===== config.mk =====
export PLATFORM = sky130hd
export DESIGN_NAME = del_edge_eval
export DESIGN_NICKNAME = d
export VERILOG_FILES = /design/src/rtl/del_pkg.sv /design/src/rtl/del_edge_eval.sv
export SDC_FILE = /design/constraint.sdc
export NUM_CORES = 1
export LEC_CHECK = 0
export BUFFER_PORTS_ARGS = -buffer_cell sky130_fd_sc_hd__clkbuf_2
export CAP_MARGIN = 20
export CORE_AREA = 2 2 176 178
export DETAILED_ROUTE_END_ITERATION = 16
export DIE_AREA = 0 0 178 180
export GPL_ROUTABILITY_DRIVEN = 0
export GPL_TIMING_DRIVEN = 0
export MAX_ROUTING_LAYER = met4
export PLACE_DENSITY = 0.74
export SYNTH_ARGS = -nofsm -noshare
export SYNTH_HDL_FRONTEND = slang
export SYNTH_SLANG_ARGS = --single-unit
export TNS_END_PERCENT = 1

===== constraint.sdc =====
create_clock -name vclk -period 6.6
set_clock_uncertainty 0.05 [all_clocks]
set_input_delay 0.66 -clock vclk [all_inputs]
set_output_delay 0.66 -clock vclk [all_outputs]
set_load 0.05 [all_outputs]

===== src/rtl/del_pkg.sv =====
// ----------------------------------------------------------------------------
// del_pkg: shared types, constants and helpers
// Pixel and window types, compass masks, register and edge codes, and the
// small arithmetic helpers used by the window cells and the edge evaluator.
// ----------------------------------------------------------------------------
package del_pkg;

	localparam int MAX_WIDTH_DEF  = 1024;
	localparam int MAX_HEIGHT_DEF = 1024;

	localparam int CFG_IDX_W  = 2;
	localparam int CFG_DATA_W = 11;
	localparam int MODE_W     = 3;
	localparam int CHAN_W     = 8;
	localparam int KIND_W     = 3;
	localparam int SUM_W      = 12;
	localparam int NUM_DIRS   = 4;
	localparam int WIN_N      = 3;

	localparam int SIZE_MIN = 3;
	localparam int SIZE_RST = 1024;

	localparam logic [CHAN_W-1:0] THRESH_RST = 8'd70;
	localparam logic [CHAN_W-1:0] CHAN_MAX   = 8'd255;

	// divide by three as multiply by reciprocal, exact for sums below 2048
	localparam int GREY_MUL   = 683;
	localparam int GREY_SHIFT = 11;

	typedef enum logic [CFG_IDX_W-1:0] {
		REG_MODE   = 2'd0,
		REG_THRESH = 2'd1,
		REG_WIDTH  = 2'd2,
		REG_HEIGHT = 2'd3
	} cfg_reg_t;

	localparam logic [MODE_W-1:0] MODE_ALL = 3'd4;

	localparam logic [KIND_W-1:0] EDGE_NONE = 3'd0;
	localparam logic [KIND_W-1:0] EDGE_H    = 3'd1;
	localparam logic [KIND_W-1:0] EDGE_V    = 3'd2;
	localparam logic [KIND_W-1:0] EDGE_D1   = 3'd3;
	localparam logic [KIND_W-1:0] EDGE_D2   = 3'd4;

	typedef struct packed {
		logic [CHAN_W-1:0] red;
		logic [CHAN_W-1:0] green;
		logic [CHAN_W-1:0] blue;
	} pixel_t;

	// index 0 top row, 2 bottom row
	typedef pixel_t [WIN_N-1:0] column_t;

	typedef logic signed [SUM_W-1:0] sum_t;
	typedef sum_t [2:0] chan_sums_t;
	typedef chan_sums_t [NUM_DIRS-1:0] dir_sums_t;

	typedef struct packed {
		logic emit;
		logic interior;
		logic last;
	} item_flags_t;

	// horizontal, vertical, diagonal1, diagonal2; row-major 3x3
	localparam logic signed [2:0] MASKS [NUM_DIRS][WIN_N*WIN_N] = '{
		'{-3'sd1, -3'sd2, -3'sd1,  3'sd0,  3'sd0,  3'sd0,  3'sd1,  3'sd2,  3'sd1},
		'{-3'sd1,  3'sd0,  3'sd1, -3'sd2,  3'sd0,  3'sd2, -3'sd1,  3'sd0,  3'sd1},
		'{ 3'sd0,  3'sd1,  3'sd2, -3'sd1,  3'sd0,  3'sd1, -3'sd2, -3'sd1,  3'sd0},
		'{-3'sd2, -3'sd1,  3'sd0, -3'sd1,  3'sd0,  3'sd1,  3'sd0,  3'sd1,  3'sd2}
	};

	function automatic logic [CHAN_W-1:0] px_chan(input pixel_t p, input logic [1:0] ch);
		case (ch)
			2'd0: px_chan = p.blue;
			2'd1: px_chan = p.green;
			default: px_chan = p.red;
		endcase
	endfunction

	// one column of one mask applied to one channel
	function automatic sum_t col_sum(input int d, input int k, input column_t c, input int ch);
		sum_t acc;
		acc = '0;
		for (int r = 0; r < WIN_N; r++) begin
			acc += SUM_W'(MASKS[d][r*WIN_N+k]) *
				$signed({{(SUM_W-CHAN_W){1'b0}}, px_chan(c[r], 2'(ch))});
		end
		return acc;
	endfunction

	function automatic logic above_thresh(input sum_t s, input logic [CHAN_W-1:0] thr);
		logic [CHAN_W-1:0] clamped;
		if (s < 0)
			clamped = '0;
		else if (s > $signed(SUM_W'(CHAN_MAX)))
			clamped = CHAN_MAX;
		else
			clamped = s[CHAN_W-1:0];
		return clamped > thr;
	endfunction

	function automatic logic [CHAN_W-1:0] grey_of(input pixel_t p);
		logic [CHAN_W+1:0] total;
		logic [19:0] prod;
		total = (CHAN_W+2)'(p.blue) + (CHAN_W+2)'(p.green) + (CHAN_W+2)'(p.red);
		prod  = 20'(total) * 20'(GREY_MUL);
		return prod[GREY_SHIFT+CHAN_W-1:GREY_SHIFT];
	endfunction

	function automatic pixel_t marker_px(input logic [KIND_W-1:0] kind,
		input logic [CHAN_W-1:0] grey);
		pixel_t p;
		case (kind)
			EDGE_H:  p = '{red: CHAN_MAX, green: '0, blue: '0};
			EDGE_V:  p = '{red: '0, green: '0, blue: CHAN_MAX};
			EDGE_D1: p = '{red: '0, green: CHAN_MAX, blue: '0};
			EDGE_D2: p = '{red: CHAN_MAX, green: CHAN_MAX, blue: '0};
			default: p = '{red: grey, green: grey, blue: grey};
		endcase
		return p;
	endfunction

endpackage


===== src/rtl/del_edge_eval.sv =====
// ----------------------------------------------------------------------------
// del_edge_eval: direction decision
// Adds the column shares, clamps each channel sum and picks the highest-numbered
// enabled direction whose three channels all pass the threshold.
// ----------------------------------------------------------------------------
module del_edge_eval (
	input  del_pkg::dir_sums_t          part0,
	input  del_pkg::dir_sums_t          part1,
	input  del_pkg::dir_sums_t          part2,
	input  logic [del_pkg::CHAN_W-1:0]  thresh,
	input  logic [del_pkg::MODE_W-1:0]  mode,
	output logic [del_pkg::KIND_W-1:0]  kind
);

	always_comb begin
		del_pkg::sum_t total;
		logic hit;
		kind = del_pkg::EDGE_NONE;
		for (int d = 0; d < del_pkg::NUM_DIRS; d++) begin
			hit = 1'b1;
			for (int ch = 0; ch < 3; ch++) begin
				total = $signed(part0[d][ch]) + $signed(part1[d][ch]) + $signed(part2[d][ch]);
				hit = hit & del_pkg::above_thresh(total, thresh);
			end
			// later directions win
			if ((mode == del_pkg::MODE_ALL || mode == del_pkg::MODE_W'(d)) && hit)
				kind = del_pkg::EDGE_H + del_pkg::KIND_W'(d);
		end
	end

endmodule


# After elaboration in Yosys (flattened, before gate mapping)
# Index checks and enable logic that the tools add are counted.
dict set report word_totals {
  input_bits 443
  ff_bits 0
  mem_bits_rw 0
  out_inout_bits 3
  word_cells 109
  mem_count 0
  romBits 0
  latchBits 0
}
dict set report classes {
  n_shift 0
  eq_ne 4
  order_cmp 36
  n_bitwise 8
  n_reduce_logical 9
  div 0
  muxes 28
  mul 0
  addsub 24
}
# cell count
set op_table {}
lappend op_table {{$add A12 B12 Y12} 24}
lappend op_table {{$mux W8} 24}
lappend op_table {{$gt A12 B9 Y1 const B} 12}
lappend op_table {{$lt A12 B1 Y1 const B} 12}
lappend op_table {{$gt A8 B8 Y1} 12}
lappend op_table {{$mux W3} 3}
lappend op_table {{$and A1 B1 Y1} 8}
lappend op_table {{$eq A3 B2 Y1 const B} 2}
lappend op_table {{$logic_and A1 B1 Y1} 4}
lappend op_table {{$logic_or A1 B1 Y1} 4}
lappend op_table {{$eq A3 B1 Y1 const B} 1}
lappend op_table {{$eq A3 B3 Y1 const B} 1}
lappend op_table {{$logic_not A3 Y1} 1}
lappend op_table {{$mux W1} 1}

# Longest topological paths before layout
dict set report depth {
  word_depth 13
  mapped_depth 20
  ltp_nobuf 20
}

# Worst setup path after synthesis
# Ideal clock, no wire load.
dict set report synth_timing {
  path_kind {input -> output}
  from {input port part0[109] in the netlist's numbering}
  to {output port kind[0] in the netlist's numbering}
  stages 16
  t_required_ps 5890
  path_slack_ps 694
  arrival_time_ps 5196
  cell_sequence {fa_1 ha_1 fa_1 a211oi_1 o21ai_0 a31o_2 o311a_1 a211oi_4 a21oi_1 ha_1 a21o_1 a21o_1 a21oi_1 o21ai_0 and4_1 a21oi_1}
}
dict set report synth_between {
  elab_chain_len 10
  word_cells_on_any_way 11
}
# element line
set synth_rtl {}
lappend synth_rtl {{start: declaration} del_edge_eval.sv:7} ;# input del_pkg::dir_sums_t part0,
lappend synth_rtl {{$add A12 B12 Y12 (*) (2 in series)} del_edge_eval.sv:22} ;# total = $signed(part0[d][ch]) + $signed(part1[d][ch]) + $signed(part2[d][ch]);
lappend synth_rtl {{$gt A12 B9 Y1} del_pkg.sv:95} ;# else if (s > $signed(SUM_W'(CHAN_MAX)))
lappend synth_rtl {{$mux W8} del_pkg.sv:95}
lappend synth_rtl {{$mux W8 (*)} del_pkg.sv:93} ;# if (s < 0)
lappend synth_rtl {{$gt A8 B8 Y1 (*)} del_pkg.sv:99} ;# return clamped > thr;
lappend synth_rtl {{$and A1 B1 Y1 (*) (2 in series)} del_edge_eval.sv:23} ;# hit = hit & del_pkg::above_thresh(total, thresh);
lappend synth_rtl {{$logic_and A1 B1 Y1 (*)} del_edge_eval.sv:26} ;# if ((mode == del_pkg::MODE_ALL || mode == del_pkg::MODE_W'(d)) && hit)
lappend synth_rtl {{$mux W3 (*)} del_edge_eval.sv:26}
lappend synth_rtl {{end: declaration} del_edge_eval.sv:12} ;# output logic [del_pkg::KIND_W-1:0] kind
# Every way passes the cells marked *; elsewhere a longest branch is shown, timed or not.

# Final worst setup path
# Ends and elaborated chain as after synthesis.

==> flow_summary.rst <==
.. list-table::
   :header-rows: 1

   * - Metric
     - Value
   * - Uppermost routed layer
     - met4
   * - Number of vias in the routed layout
     - 11421
   * - Mapped Avg Cell Area
     - 8.234 um^2
   * - Drt initial violations
     - 388
   * - Average wire per standard cell
     - 14.69 um
   * - Quantity of hold-fixing buffers added after cts
     - 0
   * - Maximum number of pins on one net before global-route repair
     - 13
   * - Depth of the critical timing path with buffers and inverters included
     - 18
   * - Number of antenna violations at the first check in global routing
     - 0
   * - Post-DRT Antenna Nets
     - 0
   * - Slew at the pin closest to its max-slew limit
     - 0.9131 ns
   * - Fraction of post-synthesis cell area in the top cell type by area
     - 0.2462
   * - Final core utilization
     - 0.4782
   * - Most frequent standard cell in the layout excluding fill and tap cells
     - sky130_fd_sc_hd__clkbuf_2
   * - Cell type with the largest total area after synthesis
     - sky130_fd_sc_hd__fa_1
   * - Die boundary width
     - 178 um
   * - Net count reported at finish
     - 2673
   * - Leading cell types in the layout, fill and taps excluded
     - sky130_fd_sc_hd__clkbuf_2 (446), sky130_fd_sc_hd__inv_1 (273), sky130_fd_sc_hd__ha_1 (216), sky130_fd_sc_hd__a21oi_1 (151), sky130_fd_sc_hd__fa_1 (144)
   * - Final sum of negative setup slack
     - 0 ns
   * - Max Cap Violations
     - 0
   * - DR WL met2
     - 16810 um
   * - Synth-to-Final Area Change
     - 23.30%
   * - PwrDens
     - 183.6 nW/um^2
   * - Slew HR
     - 0.3906
   * - DRT met1 WL
     - 14570 um
   * - Placeable Area
     - 30190 um^2
   * - Gr ovfl total
     - 0
   * - Number of different library cells in the post-synthesis netlist
     - 68
   * - Number of global-route vias before repair
     - 11643
   * - Crit-path max FO
     - 8
   * - Initial standard-cell utilization of the core
     - 0.3878
   * - Number of max-slew violations in the final report
     - 0
   * - Crit Path Category
     - in2out
   * - Floorplan die height
     - 180 um
   * - RSZ-0062 raised after global routing
     - false
   * - Number of buffers and inverters on the critical path
     - 2
   * - Type of the tightest min-delay check
     - in2out
   * - Nets in the synthesized netlist
     - 2225
   * - All-Layer GR Usage
     - 0.2096
   * - Fraction of layout instances using a drive strength above 1
     - 0.2511
   * - Site row count
     - 64
   * - CP Cell Sequence
     - clkbuf_2 > fa_1 > ha_1 > fa_1 > a211oi_1 > o21ai_0 > a31o_2 > o311a_1 > a211oi_4 > a21oi_1 > ha_1 > a21o_1 > a21o_1 > a21oi_1 > o21ai_0 > and4_1 > a21oi_1 > clkbuf_2
   * - Clk_buf instances
     - 0
   * - Number of placed I/O pins
     - 446
   * - Total of buffers placed on input and output ports
     - 446
   * - Leakage component of the power
     - 0.007887 uW
   * - FF/Latch Area
     - 0 um^2
   * - Hold Vio Cnt, Final
     - 0
   * - Status
     - completed
   * - Worst setup SP type
     - input pin
   * - Arrival time worst endpoint
     - 5.48 ns
   * - Peak clock frequency supported by timing
     - 161.6 MHz
   * - Number of cells traversed by the worst hold path
     - 5
   * - Data required time at the worst endpoint
     - 5.89 ns
   * - Sequential area share after synthesis
     - 0
   * - Final setup violating endpoints
     - 0
   * - Die Area
     - 32040 um^2
   * - Router iterations before antenna repair
     - 4
   * - Leading post-synthesis cells by cell area
     - sky130_fd_sc_hd__fa_1 (25%), sky130_fd_sc_hd__ha_1 (23%), sky130_fd_sc_hd__inv_1 (8.8%)
   * - Per-cell via count in the routed design
     - 5.045
   * - Number of warnings issued by yosys
     - 0
   * - Highest cell delay on the worst timing path
     - 0.52 ns
   * - Met3 wire length
     - 1314 um
   * - Worst IR Drop VDD
     - 0.07658 mV
   * - Wire length of the first global-routing pass
     - 53800 um
   * - FF+latch count
     - 0
   * - HPWL after DPL
     - 29970 um
   * - Critical path's most frequent cell
     - sky130_fd_sc_hd__a21oi_1
   * - Summed instance area of the synthesized netlist
     - 11710 um^2
   * - Critical path capture point type
     - primary output
   * - Critical-path top delay cell
     - sky130_fd_sc_hd__fa_1
   * - Count of mapped cells out of synthesis
     - 1422
   * - Antenna cells
     - 0
   * - Cell family with most CP delay
     - compound AO/OA/AOI/OAI gates
   * - DRC violations left
     - 0
   * - Total wirelength of the detailed-routed design
     - 33250 um
   * - Post-route minimum period
     - 6.187 ns
   * - Ratio of final minimum period to clock period
     - 0.9373
-- synth_stat cells (all sizes together), types with 8 or more instances --
library cell and n:
a21oi 151, nand3 17, xnor2 70, o22ai 8
inv 273, nor2 63, nand2 30, and3 10
nand2b 18, nand4 20, o211ai 13, nor2b 21
o21a 24, nor3 22, xor2 46, o21bai 21
a211oi 28, a21o 51, ha 216, o21ai 80
fa 144
-- worst min-delay path: stages --
cell	delay (ns)
sky130_fd_sc_hd__clkbuf_2	0.13
sky130_fd_sc_hd__nor4_1	0.06
sky130_fd_sc_hd__nand4_1	0.11
sky130_fd_sc_hd__a21oi_1	0.08
sky130_fd_sc_hd__clkbuf_2	0.26
-- logic make-up (layout without fill, tap and decap cells) --
kind of cell / after synthesis / after routing / synth area share
AOI/OAI and AO/OA: 438 / 438 / 0.2431
adders and majority gates: 360 / 360 / 0.4770
buffers and inverters: 276 / 722 / 0.08912
and+or+nand+nor: 226 / 226 / 0.09874
xor gates and xnor gates: 116 / 116 / 0.08677
muxes: 6 / 6 / 0.005236
-- per-stage QoR --
| stage | cell area [um^2] | cells | hold slack (ns) | worst slack, ns | power (uW) |
|---|---|---|---|---|---|
| 3_5_place_dp | 14440 | 2264 | 1.904 | 0.2782 | 2630 |
| 5_1_grt | 14440 | 2264 | 1.954 | 0.005213 | 3035 |
| 3_3_place_gp | 14440 | 2264 | 1.895 | 0.3327 | 2523 |
| 2_1_floorplan | 11710 | 1422 | 1.682 | 0.6941 | 1955 |
| 4_1_cts | 14440 | 2264 | 1.906 | 0.2583 | 2651 |
| 6_report | 14440 | 2264 | 1.915 | 0.4135 | 2650 |
-- routing by layer --
layer  track usage  up-vias
li1              -     5833
met1        0.2582     5252
met2        0.3848      297
met3      0.007826       39
met4       0.03016        0
met5             -        -
-- worst paths after layout --
kind,from,to
max,part0[109],kind[0]
min,mode[1],kind[1]
-- layout make-up --
| class | instances | area [um^2] |
|---|---|---|
| buffer | 3 | 18.77 |
| fill | 2948 | 15750 |
| inverter | 273 | 1025 |
| multi-input combinational | 1146 | 10670 |
| tap | 396 | 495.5 |
| timing repair buffer | 446 | 2232 |
-- power by group --
part / internal, uW / switching [uW] / total [uW] / leakage (uW)
logic: 1190 / 1460 / 2650 / 0.00789
clock network: 0 / 0 / 0 / 0
registers: 0 / 0 / 0 / 0
total: 1190 / 1460 / 2650 / 0.00789
-- what timing repair did --
item                                    4_1_cts  5_1_grt
setup buffers                                 0        0
endpoints found under the setup margin        0        2
resized for setup                             0        2
Note: power is estimated with default switching activity, not from simulation.
