==> config.mk <==
export PLATFORM = sky130hd
export DESIGN_NAME = del_pos_track
export DESIGN_NICKNAME = d
export VERILOG_FILES = /design/src/rtl/del_pkg.sv /design/src/rtl/del_pos_track.sv
export SDC_FILE = /design/constraint.sdc
export NUM_CORES = 1
export LEC_CHECK = 0
export BUFFER_PORTS_ARGS = -buffer_cell sky130_fd_sc_hd__buf_2
export CAP_MARGIN = 20
export CORE_MARGIN = 1.5
export CORE_UTILIZATION = 55
export CTS_CLUSTER_SIZE = 30
export DETAILED_ROUTE_END_ITERATION = 8
export GPL_TIMING_DRIVEN = 0
export PLACE_DENSITY = 0.74
export SLEW_MARGIN = 5
export SYNTH_ARGS = -nofsm -noshare
export SYNTH_HDL_FRONTEND = slang
export SYNTH_SLANG_ARGS = --single-unit
==> constraint.sdc <==
create_clock -name clk -period 4.72 [get_ports clk]
set_input_delay 0 -clock clk [delete_from_list [all_inputs] [get_ports clk]]
set_output_delay 0 -clock clk [all_outputs]
set_load 0.02 [all_outputs]
==> src/rtl/del_pkg.sv <==
// ----------------------------------------------------------------------------
// del_pkg: shared types, constants and helpers
// Pixel and window types, compass masks, register and edge codes, and the
// small arithmetic helpers used by the window cells and the edge evaluator.
// ----------------------------------------------------------------------------
package del_pkg;

	localparam int MAX_WIDTH_DEF  = 1024;
	localparam int MAX_HEIGHT_DEF = 1024;

	localparam int CFG_IDX_W  = 2;
	localparam int CFG_DATA_W = 11;
	localparam int MODE_W     = 3;
	localparam int CHAN_W     = 8;
	localparam int KIND_W     = 3;
	localparam int SUM_W      = 12;
	localparam int NUM_DIRS   = 4;
	localparam int WIN_N      = 3;

	localparam int SIZE_MIN = 3;
	localparam int SIZE_RST = 1024;

	localparam logic [CHAN_W-1:0] THRESH_RST = 8'd70;
	localparam logic [CHAN_W-1:0] CHAN_MAX   = 8'd255;

	// divide by three as multiply by reciprocal, exact for sums below 2048
	localparam int GREY_MUL   = 683;
	localparam int GREY_SHIFT = 11;

	typedef enum logic [CFG_IDX_W-1:0] {
		REG_MODE   = 2'd0,
		REG_THRESH = 2'd1,
		REG_WIDTH  = 2'd2,
		REG_HEIGHT = 2'd3
	} cfg_reg_t;

	localparam logic [MODE_W-1:0] MODE_ALL = 3'd4;

	localparam logic [KIND_W-1:0] EDGE_NONE = 3'd0;
	localparam logic [KIND_W-1:0] EDGE_H    = 3'd1;
	localparam logic [KIND_W-1:0] EDGE_V    = 3'd2;
	localparam logic [KIND_W-1:0] EDGE_D1   = 3'd3;
	localparam logic [KIND_W-1:0] EDGE_D2   = 3'd4;

	typedef struct packed {
		logic [CHAN_W-1:0] red;
		logic [CHAN_W-1:0] green;
		logic [CHAN_W-1:0] blue;
	} pixel_t;

	// index 0 top row, 2 bottom row
	typedef pixel_t [WIN_N-1:0] column_t;

	typedef logic signed [SUM_W-1:0] sum_t;
	typedef sum_t [2:0] chan_sums_t;
	typedef chan_sums_t [NUM_DIRS-1:0] dir_sums_t;

	typedef struct packed {
		logic emit;
		logic interior;
		logic last;
	} item_flags_t;

	// horizontal, vertical, diagonal1, diagonal2; row-major 3x3
	localparam logic signed [2:0] MASKS [NUM_DIRS][WIN_N*WIN_N] = '{
		'{-3'sd1, -3'sd2, -3'sd1,  3'sd0,  3'sd0,  3'sd0,  3'sd1,  3'sd2,  3'sd1},
		'{-3'sd1,  3'sd0,  3'sd1, -3'sd2,  3'sd0,  3'sd2, -3'sd1,  3'sd0,  3'sd1},
		'{ 3'sd0,  3'sd1,  3'sd2, -3'sd1,  3'sd0,  3'sd1, -3'sd2, -3'sd1,  3'sd0},
		'{-3'sd2, -3'sd1,  3'sd0, -3'sd1,  3'sd0,  3'sd1,  3'sd0,  3'sd1,  3'sd2}
	};

	function automatic logic [CHAN_W-1:0] px_chan(input pixel_t p, input logic [1:0] ch);
		case (ch)
			2'd0: px_chan = p.blue;
			2'd1: px_chan = p.green;
			default: px_chan = p.red;
		endcase
	endfunction

	// one column of one mask applied to one channel
	function automatic sum_t col_sum(input int d, input int k, input column_t c, input int ch);
		sum_t acc;
		acc = '0;
		for (int r = 0; r < WIN_N; r++) begin
			acc += SUM_W'(MASKS[d][r*WIN_N+k]) *
				$signed({{(SUM_W-CHAN_W){1'b0}}, px_chan(c[r], 2'(ch))});
		end
		return acc;
	endfunction

	function automatic logic above_thresh(input sum_t s, input logic [CHAN_W-1:0] thr);
		logic [CHAN_W-1:0] clamped;
		if (s < 0)
			clamped = '0;
		else if (s > $signed(SUM_W'(CHAN_MAX)))
			clamped = CHAN_MAX;
		else
			clamped = s[CHAN_W-1:0];
		return clamped > thr;
	endfunction

	function automatic logic [CHAN_W-1:0] grey_of(input pixel_t p);
		logic [CHAN_W+1:0] total;
		logic [19:0] prod;
		total = (CHAN_W+2)'(p.blue) + (CHAN_W+2)'(p.green) + (CHAN_W+2)'(p.red);
		prod  = 20'(total) * 20'(GREY_MUL);
		return prod[GREY_SHIFT+CHAN_W-1:GREY_SHIFT];
	endfunction

	function automatic pixel_t marker_px(input logic [KIND_W-1:0] kind,
		input logic [CHAN_W-1:0] grey);
		pixel_t p;
		case (kind)
			EDGE_H:  p = '{red: CHAN_MAX, green: '0, blue: '0};
			EDGE_V:  p = '{red: '0, green: '0, blue: CHAN_MAX};
			EDGE_D1: p = '{red: '0, green: CHAN_MAX, blue: '0};
			EDGE_D2: p = '{red: CHAN_MAX, green: CHAN_MAX, blue: '0};
			default: p = '{red: grey, green: grey, blue: grey};
		endcase
		return p;
	endfunction

endpackage

==> src/rtl/del_pos_track.sv <==
// ----------------------------------------------------------------------------
// del_pos_track: frame position tracker
// Keeps the item position as row and column and derives the per-item flags.
// A width change re-splits the position with a shift-subtract divider.
// ----------------------------------------------------------------------------
module del_pos_track #(
	parameter int MAX_WIDTH  = del_pkg::MAX_WIDTH_DEF,
	parameter int MAX_HEIGHT = del_pkg::MAX_HEIGHT_DEF
) (
	input  logic                              clk,
	input  logic                              arst_n,
	input  logic                              advance,
	input  logic                              restart,
	input  logic [$clog2(MAX_WIDTH+1)-1:0]    width,
	input  logic [$clog2(MAX_HEIGHT+1)-1:0]   height,
	output logic                              busy,
	output logic                              pix_valid,
	output logic [$clog2(MAX_WIDTH)-1:0]      col,
	output del_pkg::item_flags_t              flags
);

	localparam int WIDTH_W = $clog2(MAX_WIDTH+1);
	localparam int COL_W   = $clog2(MAX_WIDTH);
	localparam int POS_W   = $clog2((MAX_HEIGHT+1)*MAX_WIDTH+1);
	localparam int CNT_W   = $clog2(POS_W+1);

	logic [POS_W-1:0]   pos_q;
	logic [POS_W-1:0]   row_q;
	logic [COL_W-1:0]   col_q;
	logic               busy_q;
	logic [CNT_W-1:0]   cnt_q;
	logic [POS_W-1:0]   dvd_q;
	logic [WIDTH_W-1:0] rem_q;

	logic [WIDTH_W:0]   trial;
	logic               fits;
	logic [WIDTH_W-1:0] rem_next;
	logic [POS_W-1:0]   h_ext;
	logic               col_wrap;
	logic               row_ge2;

	assign h_ext    = POS_W'(height);
	assign row_ge2  = row_q >= POS_W'(2);
	assign col_wrap = (WIDTH_W'(col_q) + WIDTH_W'(1)) == width;

	always_comb begin
		flags.emit     = row_ge2 || (row_q == POS_W'(1) && col_q != '0);
		flags.interior = row_ge2 && row_q < h_ext && col_q >= COL_W'(2);
		flags.last     = row_q > h_ext;
	end

	assign pix_valid = row_q < h_ext;
	assign col       = col_q;
	assign busy      = busy_q;

	// restoring divide step
	assign trial    = {rem_q, dvd_q[POS_W-1]};
	assign fits     = trial >= {1'b0, width};
	assign rem_next = fits ? WIDTH_W'(trial - {1'b0, width}) : trial[WIDTH_W-1:0];

	always_ff @(posedge clk or negedge arst_n) begin
		if (!arst_n) begin
			pos_q  <= '0;
			row_q  <= '0;
			col_q  <= '0;
			busy_q <= 1'b0;
			cnt_q  <= '0;
		end else if (restart) begin
			busy_q <= 1'b1;
			cnt_q  <= CNT_W'(POS_W);
		end else if (busy_q) begin
			if (cnt_q != '0) begin
				cnt_q <= cnt_q - CNT_W'(1);
			end else begin
				busy_q <= 1'b0;
				row_q  <= dvd_q;
				col_q  <= rem_q[COL_W-1:0];
			end
		end else if (advance) begin
			if (flags.last) begin
				pos_q <= '0;
				row_q <= '0;
				col_q <= '0;
			end else begin
				pos_q <= pos_q + POS_W'(1);
				if (col_wrap) begin
					col_q <= '0;
					row_q <= row_q + POS_W'(1);
				end else begin
					col_q <= col_q + COL_W'(1);
				end
			end
		end
	end

	always_ff @(posedge clk) begin
		if (restart) begin
			dvd_q <= pos_q;
			rem_q <= '0;
		end else if (busy_q && cnt_q != '0) begin
			dvd_q <= {dvd_q[POS_W-2:0], fits};
			rem_q <= rem_next;
		end
	end

	a_no_advance_busy: assert property (@(posedge clk) disable iff (!arst_n)
		advance |-> !busy_q)
		else $error("item taken while position is being recomputed");

	a_col_in_row: assert property (@(posedge clk) disable iff (!arst_n)
		!busy_q |-> WIDTH_W'(col_q) < width)
		else $error("column outside the image width");

	a_frame_wrap: assert property (@(posedge clk) disable iff (!arst_n)
		advance && !restart && flags.last |=> row_q == '0 && col_q == '0 && pos_q == '0)
		else $error("position not cleared after the last item of a frame");

endmodule

==> Yosys cells after proc, flatten, opt, wreduce, memory -nomap -nowiden <==
Index checks and enable logic that the tools add are counted.
{ "op_classes": {"n_reduce_logical": 16, "n_eq_ne": 3, "add_sub_neg": 6, "order_cmp": 5, "muxes": 20, "bitwise": 2} }
{ "ops": {"columns": ["operator", "count"], "rows": [
  ["two-way mux 21 bit", 8],
  ["two-way mux 10 bit", 5],
  ["adder 21 x 1 -> 21 bit (second input constant)", 2],
  ["== test 21 x 1 -> 1 bit (second input constant)", 1],
  ["greater-or-equal comparator 21 x 2 -> 1 bit (second input constant)", 1],
  ["greater-than comparator 21 x 11 -> 1 bit", 1],
  ["< comparator 21 x 11 -> 1 bit", 1],
  ["two-way mux 5 bit", 3],
  ["greater-or-equal comparator 12 x 11 -> 1 bit", 1],
  ["adder 10 x 1 -> 11 bit (second input constant)", 1],
  ["== test 11 bit", 1],
  ["two-way mux 11 bit", 1],
  ["subtractor 11 bit", 1],
  ["adder 10 x 1 -> 10 bit (second input constant)", 1],
  ["greater-or-equal comparator 10 x 2 -> 1 bit (second input constant)", 1],
  ["nonzero test 10 bit", 1],
  ["nonzero test 2 bit", 4],
  ["AND reduction 3 bit", 2],
  ["nonzero test 5 bit", 1],
  ["subtractor 5 x 1 -> 5 bit (second input constant)", 1],
  ["logical AND 1 bit", 4],
  ["AND reduction 4 bit", 1],
  ["two-way mux 1 bit", 3],
  ["nonzero test 3 bit", 1],
  ["4 further kinds", 5]
]} }
{ "totals": {"word_cells": 59, "inputBits": 26, "output_inout_bits": 15, "ff_bits": 90} }

==> Depth between registers and ports, before layout <==
Gate-level depths: netlist of run 1.
{ "logic_depth": {"ltp_word": 6, "depth_mapped": 11, "mapped_depth_nobuf": 10} }

==> Worst setup path after synthesis of run 1 <==
Ideal clock, no wire load.
{ "synth_path": {"path_type": "register to register", "start": "reg dvd_q[20]", "end": "reg rem_q[9]", "period_less_slack_ns": 2.659, "t_arrival_ns": 2.542, "path_slack_ns": 2.061, "setup_ns": 0.117, "path_stages_with_launch": 10, "n_path_buf": 0, "required_time_ns": 4.603, "cell_sequence": "edfxtp_1 -> inv_1 -> ha_1 -> fa_1 -> nor2b_1 -> o2111ai_1 -> a31oi_1 -> a211oi_2 -> or4_1 -> a32o_1"} }
{ "synth_via": {"elab_chain_len": 2, "elab_cells_between_ends": 3, "cone_classes": "add/sub: 1; order compare: 1; mux: 1"} }
{ "synth_lines": {"columns": ["item", "line_no", "source"], "rows": [
  ["from (decl)", "del_pos_track.sv:32", "logic [POS_W-1:0] dvd_q;"],
  ["from (signal assigned)", "del_pos_track.sv:98", "dvd_q <= pos_q;"],
  ["from (signal assigned)", "del_pos_track.sv:101", "dvd_q <= {dvd_q[POS_W-2:0], fits};"],
  ["subtractor 11 bit / greater-or-equal comparator 12 x 11 -> 1 bit (equally long branches)", "del_pos_track.sv:59, del_pos_track.sv:58", null],
  ["two-way mux 11 bit *", "del_pos_track.sv:59", "assign rem_next = fits ? WIDTH_W'(trial - {1'b0, width}) : trial[WIDTH_W-1:0];"],
  ["to (signal assigned)", "del_pos_track.sv:102", "rem_q <= rem_next;"],
  ["to (decl)", "del_pos_track.sv:33", "logic [WIDTH_W-1:0] rem_q;"]
]} }
Mark *: on every way between the ends. The rest lies on a longest branch, timed or not.
A chain may end at the register's enable or synchronous reset.

==> Worst setup path in the final report of run 1 <==
{ "layout_path": {"start": "reg cnt_q[0]", "end": "reg row_q[14]"} }
{ "layout_via": {"elab_chain_len": 3} }
{ "layout_lines": {"columns": ["item", "line_no", "source"], "rows": [
  ["from (decl)", "del_pos_track.sv:31", "logic [CNT_W-1:0] cnt_q;"],
  ["from (signal assigned)", "del_pos_track.sv:70", "cnt_q <= CNT_W'(POS_W);"],
  ["from (signal assigned)", "del_pos_track.sv:73", "cnt_q <= cnt_q - CNT_W'(1);"],
  ["nonzero test 5 bit", "del_pos_track.sv:72", "if (cnt_q != '0) begin"],
  ["inequality test 2 bit (no line)", null, null],
  ["AND reduction 4 bit (no line)", null, null],
  ["to (signal assigned)", "del_pos_track.sv:76", "row_q <= dvd_q;"],
  ["to (signal assigned)", "del_pos_track.sv:88", "row_q <= row_q + POS_W'(1);"],
  ["to (decl)", "del_pos_track.sv:28", "logic [POS_W-1:0] row_q;"]
]} }
Every way passes these cells.

==> flow_summary.yaml, run 1 <==
flow_run:
  drv_cap: 0
drt:
  drt_iter0_markers: 355
  wl_per_cell_um: 18.3
  num_vias: 5140
  drc: 0
  firstDrtPassIters: 5
  wirelength_um: 15400
  drtAntennaViolNets: 0
  viasPerCell: 6.12
finish:
  nNetsFinal: 757
  area_growth_syn_to_layout_pct: 10.4
  final_cells: 840
  drive_above_1_share_pct: 15.9
  utilization_pct: 62.8
  diodes: 0
clocking:
  numCtsBuffers: 9
  post_cts_buffers: 0
  clock_latency_ps: 360
  path_clk_slew_ps: 90
  cts.htree.levels: 3
  cts-root-buf: "clkbuf_8"
  cts_tree: "built"
  ctsResizeCount: 0
  max-clock-path-buffers: 2
  cts.sinks: 90
pwr:
  p_seq_share_pct: 43.3
  combPwrFrac_pct: 32.2
  p_leak_uw: 0.00296
  power_switching_uw: 832
  power.internal_uw: 1520
  p_per_area_mw_per_mm2: 362
  clkPwrFrac_pct: 24.5
  peakVddDrop_v: 0.000196
  switching_share_pct: 35.3
place:
  gp_congestion: 0.910
  placed_cells: 823
  preCtsSetupSlack_ps: 1430
  hpwlAfterDp_um: 11500
  port_buffers: 39
logic_synthesis:
  syn-num-nets: 705
  synth-seq-cells: 90
  async_flop_share_pct: 64.4
  synth_flop_cell: "dfrtp_1"
  synth_area_leaders: "dfrtp_1, edfxtp_1, ha_1, mux2_2, nand2_1"
  yosysWarnings: 0
  synth_cell_types: 78
  synth_edf_count: 21
  netlist_instances: 647
  netlist_area_mm2: 0.00589
  synth.avg_cell_area_um2: 9.11
  seq_area_frac_synth_pct: 39.1
  synth_top_area_cell: "dfrtp_1"
  synth.top_cell.area_share_pct: 24.6
die:
  dieArea_mm2: 0.0113
  die_y_um: 107
  ios: 41
  coreArea_mm2: 0.0104
  num_rows: 37
  initial_core_util_pct: 56.8
  die_w_um: 107
sta:
  slew-limit-headroom_pct: 40.3
  rsz0062_at_grt: "no"
  slew_viol_final: 0
  min_period_ps: 3340
  finalSetupViolations: 0
  finalHoldViolCount: 0
  fin_crit_sh_pct: 70.7
  whs_ps: 160
  fin_setup_tns_ps: 0
  fin_skew_ps: 12.0
  tightest_slew_ps: 894
  timing.fmax_ghz: 0.300
  layout_setup_ws_ps: 1380
global_routing:
  antenna_found_initial: 0
  grt_remaining_overflow: 0
  grt_max_degree: 33
  grt_pass1_wl_um: 25000
  grt_pass1_vias: 5006
  grtUsageTotal_pct: 28.1
outcome:
  status: "complete, no violations"
worst_setup_path:
  start_kind: "flip-flop"
  path_buf_inv: 3
  crit_type: "flip-flop to flip-flop"
  path_max_fanout: 23
  crit_family: "simple AND/OR/NAND/NOR gates"
  max_stage_delay_ps: 560
  path_cells: "inv_1 > ha_1 > or4b_1 > a21oi_1 > buf_2 > inv_1 > nor2_2 > o21ai_0 > a32o_1"
  critPathRequiredTime_ps: 4960
  cp_slowest_cell: "nor2_2"
  cp_common_cell: "inv_1"
  critPathCaptureType: "flip-flop"
  worstPathArrival_ps: 3580
worst_hold_path:
  hold_class: "input port to flip-flop"
## synth_stat cells (all sizes together), types with 7 or more instances
master,count
nand2,63
dfrtp,58
nor2,55
a21oi,42
inv,38
ha,31
o21ai,28
xnor2,22
edfxtp,21
mux2,21
nor3,20
and3,18
nand3,17
buf,16
clkbuf,15
a211oi,12
a31oi,11
dfxtp,11
xor2,11
nand2b,10
nand4,10
o211ai,9
nor4,8
a21o,7
nor2b,7
## power groups by stage
| stage | clock, µW | combinational (µW) | sequential, µW |
|---|---|---|---|
| final | 578 | 758 | 1020 |
| after global routing | 613 | 846 | 1030 |
| after CTS | 584 | 752 | 1010 |
| after detailed placement | 0 | 744 | 1030 |
| after global placement | 0 | 727 | 1030 |
| after floorplan | 0 | 560 | 995 |
## routing by layer
metal / routed length (µm) / part of all wire [%] / vias to the layer above / track usage (%)
met4: 328 / 2.1 / 0 / 10.2
li1: - / - / 2447 / -
met2: 7070 / 46 / 214 / 45.5
met3: 1020 / 6.6 / 31 / 3.25
met5: 0 / 0 / - / 0
met1: 6990 / 45 / 2448 / 39.2
## flip-flops by register name (all words and copies together) (netlist names)
register and cells:
busy 1, cnt_q 5, col 10, dvd_q 21, pos_q 21, rem_q 11, row_q 21
## layout by cell type, fill, tap and decap left out, drive strengths merged, types with 12 or more instances in the layout
cell type and instances:
nand3 17, nor2 55, dfrtp 58, nand2 63, buf 56, a211oi 12
xnor2 22, edfxtp 21, and3 18, nor3 20, inv 38, o21ai 28
a21oi 42, mux2 21, clkbuf 25, ha 31
## tightest hold or removal path, stage by stage
cell and delay, ps:
buf_2 130, or3b_2 240, nand2_1 60, o21ai_0 60
## what timing repair did
action | CTS | global route
endpoints found under the hold margin | 31 | 0
hold buffers | 1 | 0
setup endpoints to repair | 0 | 0
## kinds of logic after synthesis
kind of cell,count (synthesis),synth area share [%]
AOI/OAI and AO/OA,151,17.5
xor gates and xnor gates,34,5.31
adders and majority gates,32,6.92
buffers and inverters,69,4.97
DFF,90,39.1
muxes,27,5.03
and+or+nand+nor,244,21.3
## final cells by class
type / instances / area, µm²
Sequential cell: 90 / 2300
Fill cell: 884 / 3860
Timing Repair Buffer: 41 / 225
Tap cell: 136 / 170
Inverter: 38 / 143
Clock inverter: 6 / 92.6
Buffer: 31 / 150
Clock buffer: 10 / 128
Multi-Input combinational cell: 488 / 3300
## worst paths after layout
| kind | startpoint | to | slack, ps | cells after the start |
|---|---|---|---|---|
| worst max-delay path | cnt_q[0]$_DFFE_PN0P_ | row_q[14]$_DFFE_PN0P_ | 1380 | 9 |
| worst min register to register | rem_q[10]$_SDFFE_PP0P_ | rem_q[10]$_SDFFE_PP0P_ | 470 | 2 |
| worst min-delay path | advance | pos_q[0]$_DFFE_PN0P_ | 160 | 4 |
| max in group asynchronous | arst_n | cnt_q[2]$_DFFE_PN0P_ | 3820 | 3 |
| min in group asynchronous | arst_n | row_q[0]$_DFFE_PN0P_ | 250 | 2 |
| worst max register to register | cnt_q[0]$_DFFE_PN0P_ | row_q[14]$_DFFE_PN0P_ | 1380 | 9 |
## per-stage QoR
stage                     total power [µW]  instance area, µm²
after floorplan                       1550                5890
after global placement                1750                6260
after detailed placement              1770                6280
after CTS                             2350                6510
after global routing                  2490                6510
final                                 2360                6510
(Power assumes the default switching activity.)
==> run 2, diff against run 1 <==
--- a/config.mk
+++ b/config.mk
@@ -5,6 +5,7 @@
 export SDC_FILE = /design/constraint.sdc
 export NUM_CORES = 1
 export LEC_CHECK = 0
+export ABC_AREA = 1
 export BUFFER_PORTS_ARGS = -buffer_cell sky130_fd_sc_hd__buf_2
 export CAP_MARGIN = 20
 export CORE_MARGIN = 1.5
@@ -12,7 +13,7 @@
 export CTS_CLUSTER_SIZE = 30
 export DETAILED_ROUTE_END_ITERATION = 8
 export GPL_TIMING_DRIVEN = 0
-export PLACE_DENSITY = 0.74
+export PLACE_DENSITY = 0.76
 export SLEW_MARGIN = 5
 export SYNTH_ARGS = -nofsm -noshare
 export SYNTH_HDL_FRONTEND = slang
==> constraint.sdc (replaced) <==
create_clock -name clk -period 2.8 [get_ports clk]
set_input_delay 0 -clock clk [delete_from_list [all_inputs] [get_ports clk]]
set_output_delay 0 -clock clk [all_outputs]
set_load 0.02 [all_outputs]
==> run 2 against run 1 <==
  * Power grew 100%
  * Clock skew down 4.3 ps
  * Final cell count is 30% higher
  * Critical path depth up 1
  * Synthesized cell count grew 38%
  * Register-to-register slack got worse by 1100 ps
  * Fmax grew 31%
  * Core utilization grew 0.46 points
  * Non-clock buffer count shrank 3
==> flow_summary.yaml, run 2 <==
outcome:
  status: "complete, no violations"
logic_synthesis:
  yosysWarnings: 0
  seq_area_frac_synth_pct: 37.0
  syn-num-nets: 951
  synth_edf_count: 21
  async_flop_share_pct: 64.4
  synth.avg_cell_area_um2: 6.96
  synthSimpleGateAreaFrac_pct: 35.6
  synth_mux_area_share_pct: 0
  netlist_top_cells_count: "nand2_1, inv_1, nand3_1"
  synth_compound_area_share_pct: 8.13
  synth_flop_cell: "dfrtp_1"
  netlist_instances: 893
  synth_top_area_cell: "dfrtp_1"
  synth_area_leaders: "dfrtp_1, nand2_1, edfxtp_1, nand3_1, inv_1"
  synth_xor_xnor_area_share_pct: 3.24
  synth_top_family_by_area: "simple AND/OR/NAND/NOR gates"
  synth-seq-cells: 90
  netlist_area_mm2: 0.00622
  synth_fa_ha_area_share_pct: 6.56
  yosysMostFrequentCell: "nand2_1"
  synth_cell_types: 37
  synth.top_cell.area_share_pct: 23.3
global_routing:
  grt_pass1_vias: 5196
  grt_max_degree: 32
  antenna_found_initial: 0
  grtUsageTotal_pct: 26.2
  grt_remaining_overflow: 0
  grt_pass1_wl_um: 24400
clocking:
  post_cts_buffers: 0
  cts-root-buf: "clkbuf_16"
  cts.sinks: 90
  clock_latency_ps: 350
  max-clock-path-buffers: 2
  cts.htree.levels: 3
  numCtsBuffers: 9
  path_clk_slew_ps: 70
  cts_tree: "built"
sta:
  finalSetupViolations: 0
  rsz0062_at_grt: "no"
  fin_setup_tns_ps: 0
  slew_viol_final: 0
  whs_ps: 31.0
  finalHoldViolCount: 0
  slew-limit-headroom_pct: 42.3
  min_period_ps: 2540
  fin_crit_sh_pct: 90.7
  timing.fmax_ghz: 0.394
  fin_skew_ps: 7.68
  tightest_slew_ps: 864
drt:
  drc: 0
  viasPerCell: 5.25
  wl_per_cell_um: 13.5
  firstDrtPassIters: 5
  num_vias: 5723
  wirelength_um: 14700
  drtAntennaViolNets: 0
  drt_iter0_markers: 495
pwr:
  power.internal_uw: 2900
  p_seq_share_pct: 40.1
  combPwrFrac_pct: 34.2
  clkPwrFrac_pct: 25.7
  switching_share_pct: 39.2
  power_switching_uw: 1870
  p_total_uw: 4770
  p_leak_uw: 0.00353
  peakVddDrop_v: 0.000341
  p_per_area_mw_per_mm2: 689
finish:
  final_common_cell: "nand2_1"
  diodes: 0
  nNetsFinal: 1003
  area_growth_syn_to_layout_pct: 11.2
  final_cells: 1090
  drive_above_1_share_pct: 9.05
  fin_area_mm2: 0.00691
  reg_top3: "dvd_q: 21 flops, pos_q: 21 flops, row_q: 21 flops"
  most-common-layout-cells: "nand2_1, inv_1, nand3_1"
die:
  initial_core_util_pct: 56.9
  num_rows: 38
  die_y_um: 109
  dieArea_mm2: 0.0120
  coreArea_mm2: 0.0109
  die_w_um: 109
  ios: 41
worst_setup_path:
  start_kind: "flip-flop"
  r2r_setup_slack_ps: 260
  cp_slowest_cell: "o21ai_0"
  max_stage_delay_ps: 540
  critPathCaptureType: "flip-flop"
  path_max_fanout: 10
  path_buf_inv: 2
  crit_family: "compound AO/OA/AOI/OAI gates"
  critPathRequiredTime_ps: 3040
  path_cells: "inv_1 > ha_1 > fa_1 > o21ai_0 > nand3_1 > nand3_1 > buf_2 > nand2_1 > o211ai_1 > nand2_1"
  worstPathArrival_ps: 2780
  crit_type: "flip-flop to flip-flop"
flow_run:
  drv_cap: 0
worst_hold_path:
  hold_class: "input port to flip-flop"
place:
  hpwlAfterDp_um: 11100
  placed_cells: 1073
  gp_congestion: 0.924
  port_buffers: 39
  place_area_mm2: 0.00661
## run 2: cell types whose count changed after synthesis, sizes merged, moves of 11 or more
cell | before | now
a31oi | 11 | 0
nand2 | 63 | 273
xnor2 | 22 | 6
inv | 38 | 119
and3 | 18 | 0
nor2 | 55 | 77
nand3 | 17 | 99
mux2 | 21 | 0
## run 2: path summary, 6_finish.rpt
path | startpoint | endpoint | cells after the start
worst max-delay path | dvd_q[20]$_DFFE_PP_ | rem_q[1]$_SDFFE_PP0P_ | 10
worst min-delay path | restart | cnt_q[2]$_DFFE_PN0P_ | 3
worst max register to register | dvd_q[20]$_DFFE_PP_ | rem_q[1]$_SDFFE_PP0P_ | 10
worst min register to register | row_q[18]$_DFFE_PN0P_ | row_q[18]$_DFFE_PN0P_ | 2
max in group asynchronous | arst_n | row_q[15]$_DFFE_PN0P_ | 3
min in group asynchronous | arst_n | pos_q[5]$_DFFE_PN0P_ | 2
## run 2: per-layer routing
metal  track usage [%]  vias up  wire, µm
met5                 0        -         0
met1              38.6     2555      7460
li1                  -     3010         -
met3              4.62       18       728
met2              39.5      140      6390
met4              7.05        0       140
## run 2: through the flow
step                utilization, %  worst slack [ps]
finish                        63.2               260
global route                  63.2              68.0
CTS                           63.2               271
detailed placement            60.4               293
global placement              60.3               371
floorplan                        -               588
## run 2: logic make-up after synthesis
group | count (synthesis)
fa+ha+maj | 32
flops | 90
compound gates | 92
simple gates | 509
xor+xnor | 23
buf+inv | 147
## run 2: final cells by class
type | count | area, µm²
repair buffers | 41 | 225
plain buffers | 28 | 143
well taps | 140 | 175
multi-input cells | 656 | 3330
clock buffers | 10 | 229
clock inverters | 6 | 66.3
flip-flops and latches | 90 | 2300
inverters | 119 | 447
fillers | 1035 | 4020
## run 2: timing repair
action                                 4_1_cts  5_1_grt
endpoints found under the hold margin       27        0
hold buffers                                 1        0
gates resized for setup                      0        0
## run 2: worst reg2reg max path: cells and delay by family, from the launching register on
kind | cells | cell delay [ps]
flops | 1 | 370
fa+ha+maj | 2 | 610
buf+inv | 2 | 290
simple gates | 4 | 530
compound gates | 2 | 620
## run 2: power by group through the flow
stage	Sequential, µW	Combinational [µW]	Clock, µW
finish	1910	1630	1230
global route	1940	1880	1300
CTS	1900	1630	1250
detailed placement	1920	1610	0
global placement	1920	1590	0
floorplan	1900	1190	0
==> run 3, diff against run 2 <==
--- a/config.mk
+++ b/config.mk
@@ -5,15 +5,15 @@
 export SDC_FILE = /design/constraint.sdc
 export NUM_CORES = 1
 export LEC_CHECK = 0
-export ABC_AREA = 1
 export BUFFER_PORTS_ARGS = -buffer_cell sky130_fd_sc_hd__buf_2
 export CAP_MARGIN = 20
 export CORE_MARGIN = 1.5
 export CORE_UTILIZATION = 55
+export CTS_CLUSTER_DIAMETER = 120
 export CTS_CLUSTER_SIZE = 30
 export DETAILED_ROUTE_END_ITERATION = 8
 export GPL_TIMING_DRIVEN = 0
-export PLACE_DENSITY = 0.76
+export PLACE_DENSITY = 0.77
 export SLEW_MARGIN = 5
 export SYNTH_ARGS = -nofsm -noshare
 export SYNTH_HDL_FRONTEND = slang
==> run 3 against run 2 <==
  * Final cell count down 22%
  * Sequential cell count unchanged
  * First-iteration DRC count up 15%
  * Count of clock-buffer cells in the layout up 1
  * Design area down 2.2%
  * Sequential power down 9.9%
  * Hold slack better by 120 ps
  * Combinational power down 13%
  * Critical path type unchanged
  * Largest cell class unchanged
  * Largest power group unchanged
==> flow_summary.yaml, run 3 (same netlist as run 1, synthesis figures left out) <==
worst_setup_path:
  path_max_fanout: 11
  crit_family: "simple AND/OR/NAND/NOR gates"
  start_kind: "flip-flop"
  cp_num_cells: 10
  critPathCaptureType: "flip-flop"
  cp_slowest_cell: "or4b_1"
  max_stage_delay_ps: 500
  path_buf_inv: 3
  r2r_cells: 10
  critPathRequiredTime_ps: 3060
  worstPathArrival_ps: 3000
  crit_type: "flip-flop to flip-flop"
  worstReg2RegEnd: "col[2]$_DFFE_PN0P_"
  r2r_setup_slack_ps: 70
  path_cells: "inv_1 > ha_1 > or4b_1 > a21oi_1 > clkbuf_4 > clkinvlp_4 > nor2_4 > nand2_1 > mux2_2 > o22ai_1"
  timing.rr.start: "cnt_q[0]$_DFFE_PN0P_"
die:
  dieArea_mm2: 0.0113
  coreArea_mm2: 0.0104
  initial_core_util_pct: 56.8
  die_w_um: 107
  ios: 41
  die_y_um: 107
  num_rows: 37
sta:
  fin_skew_ps: 13.4
  slew-limit-headroom_pct: 51.8
  timing.fmax_ghz: 0.366
  slew_viol_final: 0
  finalHoldViolCount: 0
  finalSetupViolations: 0
  fin_crit_sh_pct: 97.6
  tightest_slew_ps: 721
  min_period_ps: 2730
clocking:
  cts.htree.levels: 3
  numCtsBuffers: 9
  cts-root-buf: "clkbuf_8"
  path_clk_slew_ps: 90
  cts.sinks: 90
  max-clock-path-buffers: 2
  cts_tree: "built"
  clock_latency_ps: 370
drt:
  viasPerCell: 6.21
  drtAntennaViolNets: 0
  wl_met3_um: 1130
  drc: 0
  num_vias: 5301
  wl_met2_um: 7410
  firstDrtPassIters: 7
  wirelength_um: 15800
  drt_iter0_markers: 570
  m1WireLength_um: 6960
  maxUsedRoutingLayer: "met4"
  wl_per_cell_um: 18.6
finish:
  area_growth_syn_to_layout_pct: 14.8
  final_common_cell: "nand2_1"
  nNetsFinal: 770
  utilization_pct: 65.2
  drive_above_1_share_pct: 19.8
  diodes: 0
  reg_top3: "dvd_q: 21 flops, pos_q: 21 flops, row_q: 21 flops"
  most-common-layout-cells: "nand2_1, dfrtp_1, nor2_1"
  fin_area_mm2: 0.00677
  final_cells: 853
global_routing:
  grt_remaining_overflow: 0
  grt_pass1_vias: 4970
  grt_pass1_wl_um: 25200
  grtUsageTotal_pct: 28.2
  grt_max_degree: 33
  antenna_found_initial: 0
flow_run:
  drv_cap: 0
place:
  gp_congestion: 0.929
  place_area_mm2: 0.00628
  hpwlAfterDp_um: 11400
  placed_cells: 823
  port_buffers: 39
pwr:
  peakVddDrop_v: 0.000334
  p_per_area_mw_per_mm2: 607
  p_total_uw: 4110
  p_leak_uw: 0.00307
outcome:
  status: "complete, no violations"
worst_hold_path:
  hold-path-endpoint: "dvd_q[1]$_DFFE_PP_"
  hold_class: "input port to flip-flop"
  hold-path-cell-count: 2
  hp-start: "restart"
run 3: how the worst max path moves through the flow:
stage / from / to / slack, ps
after floorplan: dvd_q[20]$_DFFE_PP_ / rem_q[9]$_SDFFE_PP0P_ / 140
after global placement: cnt_q[0]$_DFFE_PN0P_ / row_q[5]$_DFFE_PN0P_ / -410
after detailed placement: cnt_q[0]$_DFFE_PN0P_ / row_q[5]$_DFFE_PN0P_ / -490
after CTS: col[7]$_DFFE_PN0P_ / row_q[19]$_DFFE_PN0P_ / -0.04
after global routing: dvd_q[20]$_DFFE_PP_ / rem_q[9]$_SDFFE_PP0P_ / -30
final: cnt_q[0]$_DFFE_PN0P_ / col[2]$_DFFE_PN0P_ / 70
run 3: worst register-to-register path, stage by stage (launching register included):
cell and delay, ps:
dfrtp_1 410, inv_1 100, ha_1 150, or4b_1 500
a21oi_1 280, clkbuf_4 290, clkinvlp_4 150, nor2_4 210
nand2_1 90, mux2_2 260, o22ai_1 190
run 3: cell type report:
class                           count  area (µm²)
Tap cell                          136         170
Sequential cell                    90        2300
Timing Repair inverter              1        5.00
Buffer                             31         169
Multi-Input combinational cell    488        3440
Clock buffer                       11         131
Fill cell                         877        3600
Timing Repair Buffer               53         315
Inverter                           38         146
Clock inverter                      5        85.1
run 3: routing by layer:
metal | vias to the layer above | GRT usage (%)
li1 | 2478 | -
met1 | 2552 | 39.4
met2 | 238 | 44.7
met3 | 33 | 3.68
met4 | 0 | 10.8
met5 | - | 0
run 3: metrics by stage:
stage               hold WS, ps  TNS [ps]  setup WS [ps]
floorplan                  -296         0            141
global placement            366     -9040           -414
detailed placement         56.3    -11490           -487
CTS                         149   -0.0404        -0.0404
global route                143     -32.8          -31.6
finish                      147         0           68.4
run 3: power by group:
group / leakage (µW) / switching (µW) / internal, µW / total [µW]
registers: 0.00111 / 210 / 1510 / 1720
logic: 0.00186 / 782 / 630 / 1410
clock network: 0.000105 / 472 / 510 / 983
run 3: timing repair:
item	in CTS	in global routing
setup buffers	5	7
gates cloned	1	0
resized for setup	16	19
endpoints found under the hold margin	26	0
pin swaps	2	7
endpoints found under the setup margin	49	45
hold buffers	1	0
